[src/design/rwhp_pkg.sv]
package rwhp_pkg;

    // Parser phases
    typedef enum logic [1:0] {
        PH_PREAMBLE,
        PH_HEADER,
        PH_FMT,
        PH_SKIP
    } phase_t;

    // Result status codes
    typedef enum logic [2:0] {
        ST_OK        = 3'd0,
        ST_NOT_RIFF  = 3'd1,
        ST_NOT_WAVE  = 3'd2,
        ST_TRUNCATED = 3'd3,
        ST_SHORT_FMT = 3'd4
    } status_t;

    // Four-character codes, first character in the top byte
    localparam logic [31:0] TAG_RIFF = 32'h5249_4646;
    localparam logic [31:0] TAG_WAVE = 32'h5741_5645;
    localparam logic [31:0] TAG_FMT  = 32'h666D_7420;
    localparam logic [31:0] TAG_DATA = 32'h6461_7461;

    // Preamble and chunk header layout
    localparam logic [4:0] PRE_LAST      = 5'd11;
    localparam logic [4:0] WAVE_FIRST    = 5'd8;
    localparam logic [4:0] HDR_TAG_LAST  = 5'd3;
    localparam logic [4:0] HDR_LAST      = 5'd7;
    localparam logic [4:0] FMT_LAST      = 5'd15;
    localparam logic [31:0] FMT_CAPTURE  = 32'd16;

    // Chunk kind flags while a header tag is compared
    localparam logic [1:0] KIND_FMT  = 2'b01;
    localparam logic [1:0] KIND_DATA = 2'b10;
    localparam logic [1:0] KIND_BOTH = 2'b11;

    typedef struct packed {
        logic [7:0] data_byte;
        logic       first_byte;
        logic       stream_end;
    } in_item_t;

    typedef struct packed {
        status_t     status;
        logic [15:0] audio_format;
        logic [15:0] channel_count;
        logic [31:0] sample_hz;
        logic [15:0] bits_per_sample;
        logic [31:0] data_size;
        logic [31:0] data_start;
    } result_t;

    // Pick character pos (0 = first) of a four-character code
    function automatic logic [7:0] tag_byte(input logic [31:0] tag, input logic [1:0] pos);
        logic [4:0] sh;
        sh = {~pos, 3'b000};
        return tag[sh +: 8];
    endfunction

endpackage

[src/design/rwhp_chan_if.sv]
interface rwhp_chan_if #(
    parameter type T = logic
);
    logic valid;
    logic ready;
    T     data;

    modport source (output valid, output data, input ready);
    modport sink   (input valid, input data, output ready);
endinterface

[src/design/rwhp_core.sv]
module rwhp_core (
    input  logic               clk,
    input  logic               rst_n,
    input  logic               step,
    input  rwhp_pkg::in_item_t item,
    output logic               emit,
    output rwhp_pkg::result_t  result
);

    rwhp_pkg::phase_t phase_reg, phase_next, phase_b;
    logic [4:0]  idx_reg, idx_next, idx_b;
    logic [31:0] word_reg, word_next, word_b;
    logic [1:0]  tag_reg, tag_next, tag_b;
    logic [31:0] left_reg, left_next, left_b;
    logic [31:0] seen_reg, seen_next, seen_b;
    logic [15:0] fmt_format_reg, fmt_format_next, fmt_format_b;
    logic [15:0] fmt_chan_reg, fmt_chan_next, fmt_chan_b;
    logic [31:0] fmt_rate_reg, fmt_rate_next, fmt_rate_b;
    logic [15:0] fmt_bits_reg, fmt_bits_next, fmt_bits_b;
    logic        fin_reg, fin_next, fin_b;

    logic                done;
    rwhp_pkg::status_t   done_code;

    // Restart from a clean file when the first byte is flagged
    always_comb
    begin
        if (item.first_byte)
        begin
            phase_b      = rwhp_pkg::PH_PREAMBLE;
            idx_b        = '0;
            word_b       = '0;
            tag_b        = '0;
            left_b       = '0;
            seen_b       = '0;
            fmt_format_b = '0;
            fmt_chan_b   = '0;
            fmt_rate_b   = '0;
            fmt_bits_b   = '0;
            fin_b        = 1'b0;
        end
        else
        begin
            phase_b      = phase_reg;
            idx_b        = idx_reg;
            word_b       = word_reg;
            tag_b        = tag_reg;
            left_b       = left_reg;
            seen_b       = seen_reg;
            fmt_format_b = fmt_format_reg;
            fmt_chan_b   = fmt_chan_reg;
            fmt_rate_b   = fmt_rate_reg;
            fmt_bits_b   = fmt_bits_reg;
            fin_b        = fin_reg;
        end
    end

    // Next state for one byte
    always_comb
    begin
        logic [7:0] b;
        logic [1:0] tag_tmp;
        b = item.data_byte;
        tag_tmp = tag_b;

        phase_next      = phase_b;
        idx_next        = idx_b;
        word_next       = word_b;
        tag_next        = tag_b;
        left_next       = left_b;
        seen_next       = seen_b;
        fmt_format_next = fmt_format_b;
        fmt_chan_next   = fmt_chan_b;
        fmt_rate_next   = fmt_rate_b;
        fmt_bits_next   = fmt_bits_b;
        fin_next        = fin_b;
        done            = 1'b0;
        done_code       = rwhp_pkg::ST_OK;

        if (item.stream_end)
        begin
            if (!fin_b)
            begin
                done      = 1'b1;
                done_code = rwhp_pkg::ST_TRUNCATED;
            end
        end
        else if (!fin_b)
        begin
            // Count bytes, saturating
            if (seen_b != '1)
            begin
                seen_next = seen_b + 32'd1;
            end

            case (phase_b)
                rwhp_pkg::PH_PREAMBLE:
                begin
                    if (idx_b < 5'd4 && b != rwhp_pkg::tag_byte(rwhp_pkg::TAG_RIFF, idx_b[1:0]))
                    begin
                        tag_tmp[0] = 1'b1;
                    end
                    if (idx_b >= rwhp_pkg::WAVE_FIRST
                        && b != rwhp_pkg::tag_byte(rwhp_pkg::TAG_WAVE, idx_b[1:0]))
                    begin
                        tag_tmp[1] = 1'b1;
                    end
                    tag_next = tag_tmp;
                    if (idx_b >= rwhp_pkg::PRE_LAST)
                    begin
                        if (tag_tmp[0])
                        begin
                            done      = 1'b1;
                            done_code = rwhp_pkg::ST_NOT_RIFF;
                        end
                        else if (tag_tmp[1])
                        begin
                            done      = 1'b1;
                            done_code = rwhp_pkg::ST_NOT_WAVE;
                        end
                        else
                        begin
                            tag_next   = '0;
                            phase_next = rwhp_pkg::PH_HEADER;
                            idx_next   = '0;
                        end
                    end
                    else
                    begin
                        idx_next = idx_b + 5'd1;
                    end
                end

                rwhp_pkg::PH_HEADER:
                begin
                    if (idx_b <= rwhp_pkg::HDR_TAG_LAST)
                    begin
                        // Compare the chunk tag against both known kinds
                        if (idx_b == '0)
                        begin
                            tag_tmp = rwhp_pkg::KIND_BOTH;
                        end
                        if (b != rwhp_pkg::tag_byte(rwhp_pkg::TAG_FMT, idx_b[1:0]))
                        begin
                            tag_tmp[0] = 1'b0;
                        end
                        if (b != rwhp_pkg::tag_byte(rwhp_pkg::TAG_DATA, idx_b[1:0]))
                        begin
                            tag_tmp[1] = 1'b0;
                        end
                        tag_next = tag_tmp;
                        if (idx_b == rwhp_pkg::HDR_TAG_LAST)
                        begin
                            word_next = '0;
                        end
                        idx_next = idx_b + 5'd1;
                    end
                    else
                    begin
                        // Collect the little-endian chunk size
                        word_next = word_b | ({24'd0, b} << {idx_b[1:0], 3'b000});
                        if (idx_b < rwhp_pkg::HDR_LAST)
                        begin
                            idx_next = idx_b + 5'd1;
                        end
                        else if (tag_b == rwhp_pkg::KIND_DATA)
                        begin
                            done      = 1'b1;
                            done_code = rwhp_pkg::ST_OK;
                        end
                        else if (tag_b == rwhp_pkg::KIND_FMT)
                        begin
                            if (word_next < rwhp_pkg::FMT_CAPTURE)
                            begin
                                done      = 1'b1;
                                done_code = rwhp_pkg::ST_SHORT_FMT;
                            end
                            else
                            begin
                                left_next  = word_next - rwhp_pkg::FMT_CAPTURE;
                                phase_next = rwhp_pkg::PH_FMT;
                                idx_next   = '0;
                            end
                        end
                        else
                        begin
                            left_next  = word_next;
                            phase_next = (word_next != '0) ? rwhp_pkg::PH_SKIP
                                                           : rwhp_pkg::PH_HEADER;
                            idx_next   = '0;
                        end
                    end
                end

                rwhp_pkg::PH_FMT:
                begin
                    // Capture the fields of the first 16 fmt bytes
                    case (idx_b[3:0]) inside
                        [4'd0 : 4'd1]:
                            fmt_format_next[{idx_b[0], 3'b000} +: 8] = b;
                        [4'd2 : 4'd3]:
                            fmt_chan_next[{idx_b[0], 3'b000} +: 8] = b;
                        [4'd4 : 4'd7]:
                            fmt_rate_next[{idx_b[1:0], 3'b000} +: 8] = b;
                        [4'd14 : 4'd15]:
                            fmt_bits_next[{idx_b[0], 3'b000} +: 8] = b;
                        default:
                            fmt_format_next = fmt_format_b;
                    endcase
                    if (idx_b >= rwhp_pkg::FMT_LAST)
                    begin
                        phase_next = (left_b != '0) ? rwhp_pkg::PH_SKIP : rwhp_pkg::PH_HEADER;
                        idx_next   = '0;
                    end
                    else
                    begin
                        idx_next = idx_b + 5'd1;
                    end
                end

                default:
                begin
                    // Skip the body of an unused chunk
                    if (left_b != '0)
                    begin
                        left_next = left_b - 32'd1;
                    end
                    if (left_next == '0)
                    begin
                        phase_next = rwhp_pkg::PH_HEADER;
                        idx_next   = '0;
                    end
                end
            endcase
        end

        if (done)
        begin
            fin_next = 1'b1;
        end
    end

    // Form the result; fields other than status stay zero on error
    always_comb
    begin
        emit   = step && done;
        result = '0;
        result.status = done_code;
        if (done_code == rwhp_pkg::ST_OK)
        begin
            result.audio_format    = fmt_format_next;
            result.channel_count   = fmt_chan_next;
            result.sample_hz       = fmt_rate_next;
            result.bits_per_sample = fmt_bits_next;
            result.data_size       = word_next;
            result.data_start      = seen_next;
        end
    end

    // Advance parser state on each transfer
    always_ff @(posedge clk or negedge rst_n)
    begin
        if (!rst_n)
        begin
            phase_reg      <= rwhp_pkg::PH_PREAMBLE;
            idx_reg        <= '0;
            word_reg       <= '0;
            tag_reg        <= '0;
            left_reg       <= '0;
            seen_reg       <= '0;
            fmt_format_reg <= '0;
            fmt_chan_reg   <= '0;
            fmt_rate_reg   <= '0;
            fmt_bits_reg   <= '0;
            fin_reg        <= 1'b0;
        end
        else if (step)
        begin
            phase_reg      <= phase_next;
            idx_reg        <= idx_next;
            word_reg       <= word_next;
            tag_reg        <= tag_next;
            left_reg       <= left_next;
            seen_reg       <= seen_next;
            fmt_format_reg <= fmt_format_next;
            fmt_chan_reg   <= fmt_chan_next;
            fmt_rate_reg   <= fmt_rate_next;
            fmt_bits_reg   <= fmt_bits_next;
            fin_reg        <= fin_next;
        end
    end

endmodule

[src/design/rwhp_out_queue.sv]
module rwhp_out_queue (
    input  logic              clk,
    input  logic              rst_n,
    input  logic              push,
    input  rwhp_pkg::result_t push_data,
    output logic              full,
    rwhp_chan_if.source       report
);

    logic [1:0]        count_reg, count_next;
    rwhp_pkg::result_t head_reg, head_next;
    rwhp_pkg::result_t tail_reg, tail_next;
    logic              pop;

    assign pop          = (count_reg != 2'd0) && report.ready;
    assign full         = (count_reg == 2'd2);
    assign report.valid = (count_reg != 2'd0);
    assign report.data  = head_reg;

    // Two-entry result buffer: head drives the port, tail holds a second result
    always_comb
    begin
        count_next = count_reg;
        head_next  = head_reg;
        tail_next  = tail_reg;
        if (pop && push)
        begin
            if (count_reg == 2'd1)
            begin
                head_next = push_data;
            end
            else
            begin
                head_next = tail_reg;
                tail_next = push_data;
            end
        end
        else if (pop)
        begin
            head_next  = tail_reg;
            count_next = count_reg - 2'd1;
        end
        else if (push)
        begin
            if (count_reg == 2'd0)
            begin
                head_next = push_data;
            end
            else
            begin
                tail_next = push_data;
            end
            count_next = count_reg + 2'd1;
        end
    end

    // Hold count under reset; payload needs none
    always_ff @(posedge clk or negedge rst_n)
    begin
        if (!rst_n)
        begin
            count_reg <= 2'd0;
        end
        else
        begin
            count_reg <= count_next;
        end
    end

    always_ff @(posedge clk)
    begin
        head_reg <= head_next;
        tail_reg <= tail_next;
    end

endmodule

[src/design/riff_wave_header_parser_top.sv]
// RIFF/WAVE header parser.
// feed (sink) takes one file byte per transfer: data_byte, first_byte marks
// byte 0 of a new file and restarts the parse, stream_end marks the end of
// the file and carries no byte. report (source) gives one result per file:
// status, the fmt fields, the data chunk size and the offset of the first
// data byte; on an error status all other fields are zero.
// A result enters the output buffer with the transfer of the byte (or end
// mark) that completes it; report offers the head of that buffer.
// Throughput: one byte per cycle while feed.ready is high. The parser state
// updates in the cycle of each transfer; results go to a two-entry buffer.
// When report stalls, feed keeps taking bytes until two results wait in the
// buffer; feed.ready then drops until report takes one.
// Reset clears the parser to the start of a file and empties the buffer.
// Bytes after a finished file are dropped until first_byte is set again.
module riff_wave_header_parser_top (
    input  logic        clk,
    input  logic        rst_n,
    rwhp_chan_if.sink   feed,
    rwhp_chan_if.source report
);

    logic              step;
    logic              emit;
    logic              full;
    rwhp_pkg::result_t result;

    assign feed.ready = !full;
    assign step       = feed.valid && !full;

    rwhp_core u_core (
        .clk    (clk),
        .rst_n  (rst_n),
        .step   (step),
        .item   (feed.data),
        .emit   (emit),
        .result (result)
    );

    rwhp_out_queue u_queue (
        .clk       (clk),
        .rst_n     (rst_n),
        .push      (emit),
        .push_data (result),
        .full      (full),
        .report    (report)
    );

endmodule

[src/flat_wrapper.sv]
// flat-port wrapper written by rule: the top's interface ports become plain ports
module riff_wave_header_parser_top_flat 
  (clk, rst_n, feed_valid, feed_data, feed_ready, report_valid, report_data, report_ready);
  rwhp_chan_if #(.T(rwhp_pkg::in_item_t)) feed_i ();
  rwhp_chan_if #(.T(rwhp_pkg::result_t)) report_i ();
  input  logic clk;
  input  logic rst_n;
  input wire logic [$bits(feed_i.valid)-1:0] feed_valid;
  input wire logic [$bits(feed_i.data)-1:0] feed_data;
  output wire logic [$bits(feed_i.ready)-1:0] feed_ready;
  output wire logic [$bits(report_i.valid)-1:0] report_valid;
  output wire logic [$bits(report_i.data)-1:0] report_data;
  input wire logic [$bits(report_i.ready)-1:0] report_ready;
  assign feed_i.valid = feed_valid;
  assign feed_i.data = feed_data;
  assign feed_ready = feed_i.ready;
  assign report_valid = report_i.valid;
  assign report_data = report_i.data;
  assign report_i.ready = report_ready;
  riff_wave_header_parser_top u_core (.clk(clk), .rst_n(rst_n), .feed(feed_i), .report(report_i));
endmodule
[config.mk]
export PLATFORM = sky130hd
export DESIGN_NAME = riff_wave_header_parser_top_flat
export DESIGN_NICKNAME = d
export VERILOG_FILES = /design/src/design/rwhp_pkg.sv /design/src/design/rwhp_chan_if.sv /design/src/design/rwhp_core.sv /design/src/design/rwhp_out_queue.sv /design/src/design/riff_wave_header_parser_top.sv /design/src/flat_wrapper.sv
export SDC_FILE = /design/constraint.sdc
export NUM_CORES = 1
export LEC_CHECK = 0
export ABC_AREA = 1
export BUFFER_PORTS_ARGS = -buffer_cell sky130_fd_sc_hd__buf_2
export CORE_ASPECT_RATIO = 0.5
export CORE_MARGIN = 2
export CORE_UTILIZATION = 48
export CTS_BUF_LIST = sky130_fd_sc_hd__clkbuf_4
export CTS_CLUSTER_SIZE = 20
export DETAILED_ROUTE_END_ITERATION = 8
export GPL_TIMING_DRIVEN = 0
export PLACE_DENSITY = 0.65
export SYNTH_ARGS = -nofsm -noshare
export SYNTH_HDL_FRONTEND = slang
export SYNTH_SLANG_ARGS = --single-unit
[constraint.sdc]
create_clock -name clk -period 34.4 [get_ports clk]
set_input_delay 5.16 -clock clk [delete_from_list [all_inputs] [get_ports clk]]
set_output_delay 5.16 -clock clk [all_outputs]
set_load 0.05 [all_outputs]
# Yosys cells after proc, flatten, opt, wreduce, memory -nomap -nowiden
# Cells that the tools add are included.
# word_totals
register_bits	482
inputBits	14
wordCells	245
# classes
add_sub_neg	8
magnitude_cmp	15
eq_ne	15
n_shift	9
n_mux	141
bitwise_logic	3
reduce_logical	28
# op_table
operator	n
$mux 147	10
$mux 32	29
$mux 16	19
$mux 144	1
$shiftx 32x6->8 const A	4
$mux 5	13
$pmux 32 s2	1
$reduce_bool 32->1	2
$mux 2	29
$bwmux 16	3
$add 32x1->32 const B	1
$bwmux 32	1
$logic_not 32->1	1
$lt 32x5->1 const B	1
$ne 32x32->1 const B	1
$ne 8x8->1	4
$or 32x32->32	1
$shift 8x7->32 const A	1
$shiftx 8x7->32	1
$shl 8x5->32	1
$sub 32x1->32 const B	1
$sub 32x5->32 const B	1
$mux 1	23
$mux 3	7
41 further kinds	63

# Logic depth before layout (Yosys ltp)
# logic_depth
ltp_word	21
depth_mapped	28

# By module
# Synthesis repeated with hierarchy kept, for this count alone.
# unflattened
cells_unflattened	4473
hier_area_um2	31975.7
# modules_own_cells
mod	n_inst	cells_each	area_each_um2
rwhp_core	1	2859	16997.6
rwhp_out_queue	1	1611	14964.4
riff_wave_header_parser_top	1	3	13.8

# Least setup slack after synthesis
# No wires, ideal clock.
# synth_timing
path_type	input-to-reg
start	in feed_data[1]
end	reg u_core.u_queue.head_reg (netlist bit u_core.u_queue.report.data[0]), enable pin
t_arrival_ns	17.596
path_slack_ns	15.947
path_stages	19
path_cell_list	inv_2 buf_6 buf_6 buf_6 buf_6 buf_6 nand2_1 o21ai_2 inv_1 ha_1 nand2_1 nor2_4 nand3_4 nand2_1 nand2_1 nand2_1 o21ai_0 or2_2 o21ai_0
# synth_between
elab_chain_len	19
elab_cells_between_ends	49
classes_between	order compare: 6; eq/ne: 5; shift: 3; mux: 25; bitwise: 2; reduce/logical: 8
# synth_lines
item	line	rtl
start, declared	flat_wrapper.sv:9	input wire logic [$bits(feed_i.data)-1:0] feed_data;
parallel branches: the longest is 14 deep, another holds $lt 32x5->1	--	
$mux 1 *	rwhp_core.sv:80	if (item.stream_end)
$logic_and 1x1->1 *	rwhp_core.sv:246	emit = step && done;
$logic_and 1x1->1	rwhp_out_queue.sv:26	if (pop && push)
$reduce_bool 3->1 (no source line)	--	
$reduce_and 2->1 (no source line) *	--	
end signal, assigned	rwhp_out_queue.sv:72	head_reg <= head_next;
end, declared	rwhp_out_queue.sv:11	rwhp_pkg::result_t head_reg, head_next;
# Mark *: on every way between the ends. The select of a mux whose other input is x is not followed.
# A chain may end at the register's enable or synchronous reset.

# Worst setup path after layout
# layout_timing
start	in feed_data[1]
end	reg u_core.u_queue.tail_reg[86] (netlist bit), enable pin
# layout_between
elab_chain_len	19
elab_cells_between_ends	51
classes_between	order compare: 6; eq/ne: 8; shift: 3; mux: 25; bitwise: 2; reduce/logical: 7
# layout_lines
item	line	rtl
parallel branches: the longest is 14 deep, another holds $lt 32x5->1	--	
$mux 1 *	rwhp_core.sv:80	
$logic_and 1x1->1 *	rwhp_core.sv:246	
$logic_and 1x1->1	rwhp_out_queue.sv:26	
$ne 2x2->1 (no source line) (tied with other cells)	--	
$reduce_and 4->1 (no source line) *	--	
end signal, assigned	rwhp_out_queue.sv:73	tail_reg <= tail_next;
end, declared	rwhp_out_queue.sv:12	rwhp_pkg::result_t tail_reg, tail_next;
# Marked as above.

==> load_flow_metrics.sql <==
INSERT INTO impl_metrics (metric_group, metric, value, unit) VALUES
('run_status', 'run_status', 'complete, no violations', ''),
('flow_run', 'maxCapViolCount', '0', ''),
('place', 'buffer_ports.inserted', '161', ''),
('sta', 'worst-slew-pin-transition', '1.22', 'ns'),
('synthesis', 'postSynthRegisterBits', '482', ''),
('setup_path', 'start_kind', 'primary input', ''),
('place', 'routabilityCongestion', '0.971', ''),
('synthesis', 'synth_area', '0.0288', 'sq mm'),
('setup_path', 'slowest_stage_cell_crit_path', 'a21oi_4', ''),
('sta', 'period_share', '32.3', '%'),
('setup_path', 'timing.critical_path.slowest_cell_delay', '0.74', 'ns'),
('route', 'detailedRoute.firstPassIterationCount', '6', ''),
('sta', 'timing_hold_violations_final', '0', ''),
('clock_network', 'cts.repair.resized', '0', ''),
('synthesis', 'post_synth_edffs', '294', ''),
('route', 'iter_0_drt_violations', '3540', ''),
('synthesis', 'synthDominantAreaCellType', 'edfxtp_1', ''),
('global_route', 'grt_antenna_before_repair', '5', ''),
('final_layout', 'share_of_post_route_cells_with_drive_strength_above_1', '12.9', '%'),
('global_route', 'grt.overflow.total', '0', ''),
('setup_path', 'timing.setup.critical_path_class', 'in -> reg', ''),
('setup_path', 'slack_of_the_worst_reg_to_reg_path', '27.37', 'ns'),
('setup_path', 'cp-end-kind', 'flip-flop', ''),
('clock_network', 'cts_tree', 'built', ''),
('sta', 'timing_max_transition_violations_final', '0', ''),
('route', 'routed_wire_length_per_instance', '21.5', 'microns'),
('global_route', 'grt_max_degree', '99', ''),
('sta', 'post-route-worst-setup-slack', '23.29', 'ns'),
('global_route', 'grt_first_pass_wirelength', '157', 'mm'),
('synthesis', 'netlist_top_cells_area', 'edfxtp_1 31%, dfrtp_1 16%, nand2_1 12%', ''),
('global_route', 'global_route.usage.total', '33.3', '%'),
('global_route', 'grt_pass1_vias', '26225', ''),
('place', 'preCtsSetupSlack', '22.53', 'ns'),
('synthesis', 'syn_avg_cell_area', '7.88', 'sq um'),
('synthesis', 'synthDominantCellAreaShare', '30.7', '%'),
('clock_network', 'clock_transition_at_the_registers_of_the_reported_paths', '0.06', 'ns'),
('route', 'detail_route.vias_per_cell', '5.83', ''),
('route', 'totalWireLength', '104', 'mm'),
('floorplan', 'core', '0.0593', 'sq mm'),
('setup_path', 'cp.buffers_inverters', '15', ''),
('sta', 'grt_setup_unrepaired', 'no', ''),
('synthesis', 'synth_fp_nets', '3685', ''),
('pwr', 'irDropWorstVdd', '0.0415', 'mV'),
('clock_network', 'insertion_delay', '1.01', 'ns'),
('clock_network', 'postCtsHoldBufs', '0', ''),
('synthesis', 'ys.warnings.count', '0', ''),
('pwr', 'p_leak', '0.0136', 'uW'),
('final_layout', 'final_net_count', '3970', ''),
('floorplan', 'initial_utilization', '48.6', '%'),
('route', 'postRouteAntennaNets', '0', ''),
('sta', 'finalWorstPathRequiredPeriod', '11.11', 'ns'),
('clock_network', 'cts.htree.levels', '3', ''),
('place', 'dpl.hpwl', '76.6', 'mm'),
('setup_path', 'critPathTopFamily', 'buffers and inverters', ''),
('synthesis', 'synthDistinctLibCells', '54', ''),
('clock_network', 'buffer_cell_driving_the_clock_tree_root', 'clkbuf_4', ''),
('floorplan', 'die_width', '350', 'microns'),
('sta', 'fin_skew', '0.0724', 'ns'),
('synthesis', 'netlist_instances', '3653', ''),
('clock_network', 'postCtsSetupBuffers', '0', ''),
('route', 'vias', '28323', ''),
('route', 'drcViolationCount', '0', ''),
('clock_network', 'cts-buffers-inserted', '111', ''),
('floorplan', 'standard_cell_row_count', '63', ''),
('clock_network', 'clock_sink_count', '482', ''),
('floorplan', 'floorplan.die_area', '0.0621', 'sq mm'),
('pwr', 'power_per_cell_area', '75.6', 'mW/mm^2'),
('synthesis', 'synth_async_sr_flop_share', '39.0', '%'),
('setup_path', 'most_frequent_cp_cell', 'nand2_1', ''),
('sta', 'setup_total_negative_slack', '0', 'ns'),
('setup_path', 'crit_arrival', '11.79', 'ns');
final timing paths:
kind | start | end
setup / recovery | feed_data[1] | u_core.u_queue.tail_reg[86]
hold / removal | u_core.u_core.left_reg[31] | u_core.u_core.left_reg[31]
setup reg to reg | u_core.u_core.idx_reg[0] | u_core.u_queue.tail_reg[86]
hold reg to reg | u_core.u_core.left_reg[31] | u_core.u_core.left_reg[31]
max in group asynchronous | rst_n | u_core.u_core.fmt_format_reg[5]
min in group asynchronous | rst_n | u_core.u_core.left_reg[11]
logic make-up (layout without fill, tap and decap cells):
group,after synthesis,after routing,share of synthesized area [%]
AOI/OAI and AO/OA,863,863,18.1
and+or+nand+nor,1639,1639,24.0
other,0,6,0
adders and majority gates,18,18,0.782
DFF,482,482,47.0
buffers and inverters,596,979,8.45
xor gates and xnor gates,55,55,1.67
worst register-to-register path: cells and delay by family, from the launching register on:
kind | cells | cell delay, ns
buffers and inverters | 8 | 2.15
AND/OR/NAND/NOR | 12 | 2.55
flip-flops | 1 | 0.36
AO/OA/AOI/OAI | 3 | 1.48
adder cells (fa/ha/maj) | 1 | 0.23
cells in the mapped netlist (4+ instances only):
cell,n
nand2_1,946
nor2_1,356
inv_1,347
o21ai_0,318
edfxtp_1,294
a21oi_1,265
nand3_1,194
dfrtp_1,188
clkbuf_1,170
a32o_1,127
o21ai_1,46
xor2_1,45
nor2_2,34
buf_2,24
o22ai_1,24
nand4_1,23
nand2_2,20
a211oi_1,19
inv_2,19
ha_1,18
nor3_1,18
buf_6,14
nand2_4,13
o211ai_1,11
a31oi_1,10
xnor2_1,10
buf_1,9
o31ai_1,9
nor2_4,8
nor4_1,8
nand3_2,7
a32oi_1,6
clkinv_1,6
o21bai_1,6
o32ai_1,4
through the flow:
step / util [%] / cells / hold slack, ns / area (sq um) / power [uW]
after floorplan: - / 3653 / 0.449 / 28800 / 1610
after global placement: 51.7 / 4626 / 0.463 / 30600 / 1940
after detailed placement: 52.1 / 4637 / 0.465 / 30900 / 1920
after CTS: 54.7 / 4848 / 0.481 / 32500 / 2430
after global routing: 54.8 / 4853 / 0.502 / 32500 / 2580
final: 54.8 / 4854 / 0.489 / 32500 / 2450
final cells by class:
type	count	area, sq um
diodes	6	15.0
inverters	372	1400
well taps	812	1020
multi-input cells	2575	12900
clock buffers	178	1340
clock inverters	33	213
plain buffers	224	1040
repair buffers	172	1070
fillers	5724	26800
flip-flops and latches	482	13500
metal layers:
layer / part of all wire (%) / GRT usage, % / vias to the layer above
li1: - / - / 12996
met1: 44 / 49.2 / 13520
met2: 41 / 46.9 / 1618
met3: 12 / 9.79 / 185
met4: 2.5 / 9.41 / 4
met5: 0.023 / 0 / -
power breakdown:
group	switching [uW]	leakage [uW]	internal (uW)
clock network	258	0.000920	252
registers	58.7	0.00542	760
logic	846	0.00727	278
No activity file was read; power rests on OpenSTA's default activity.
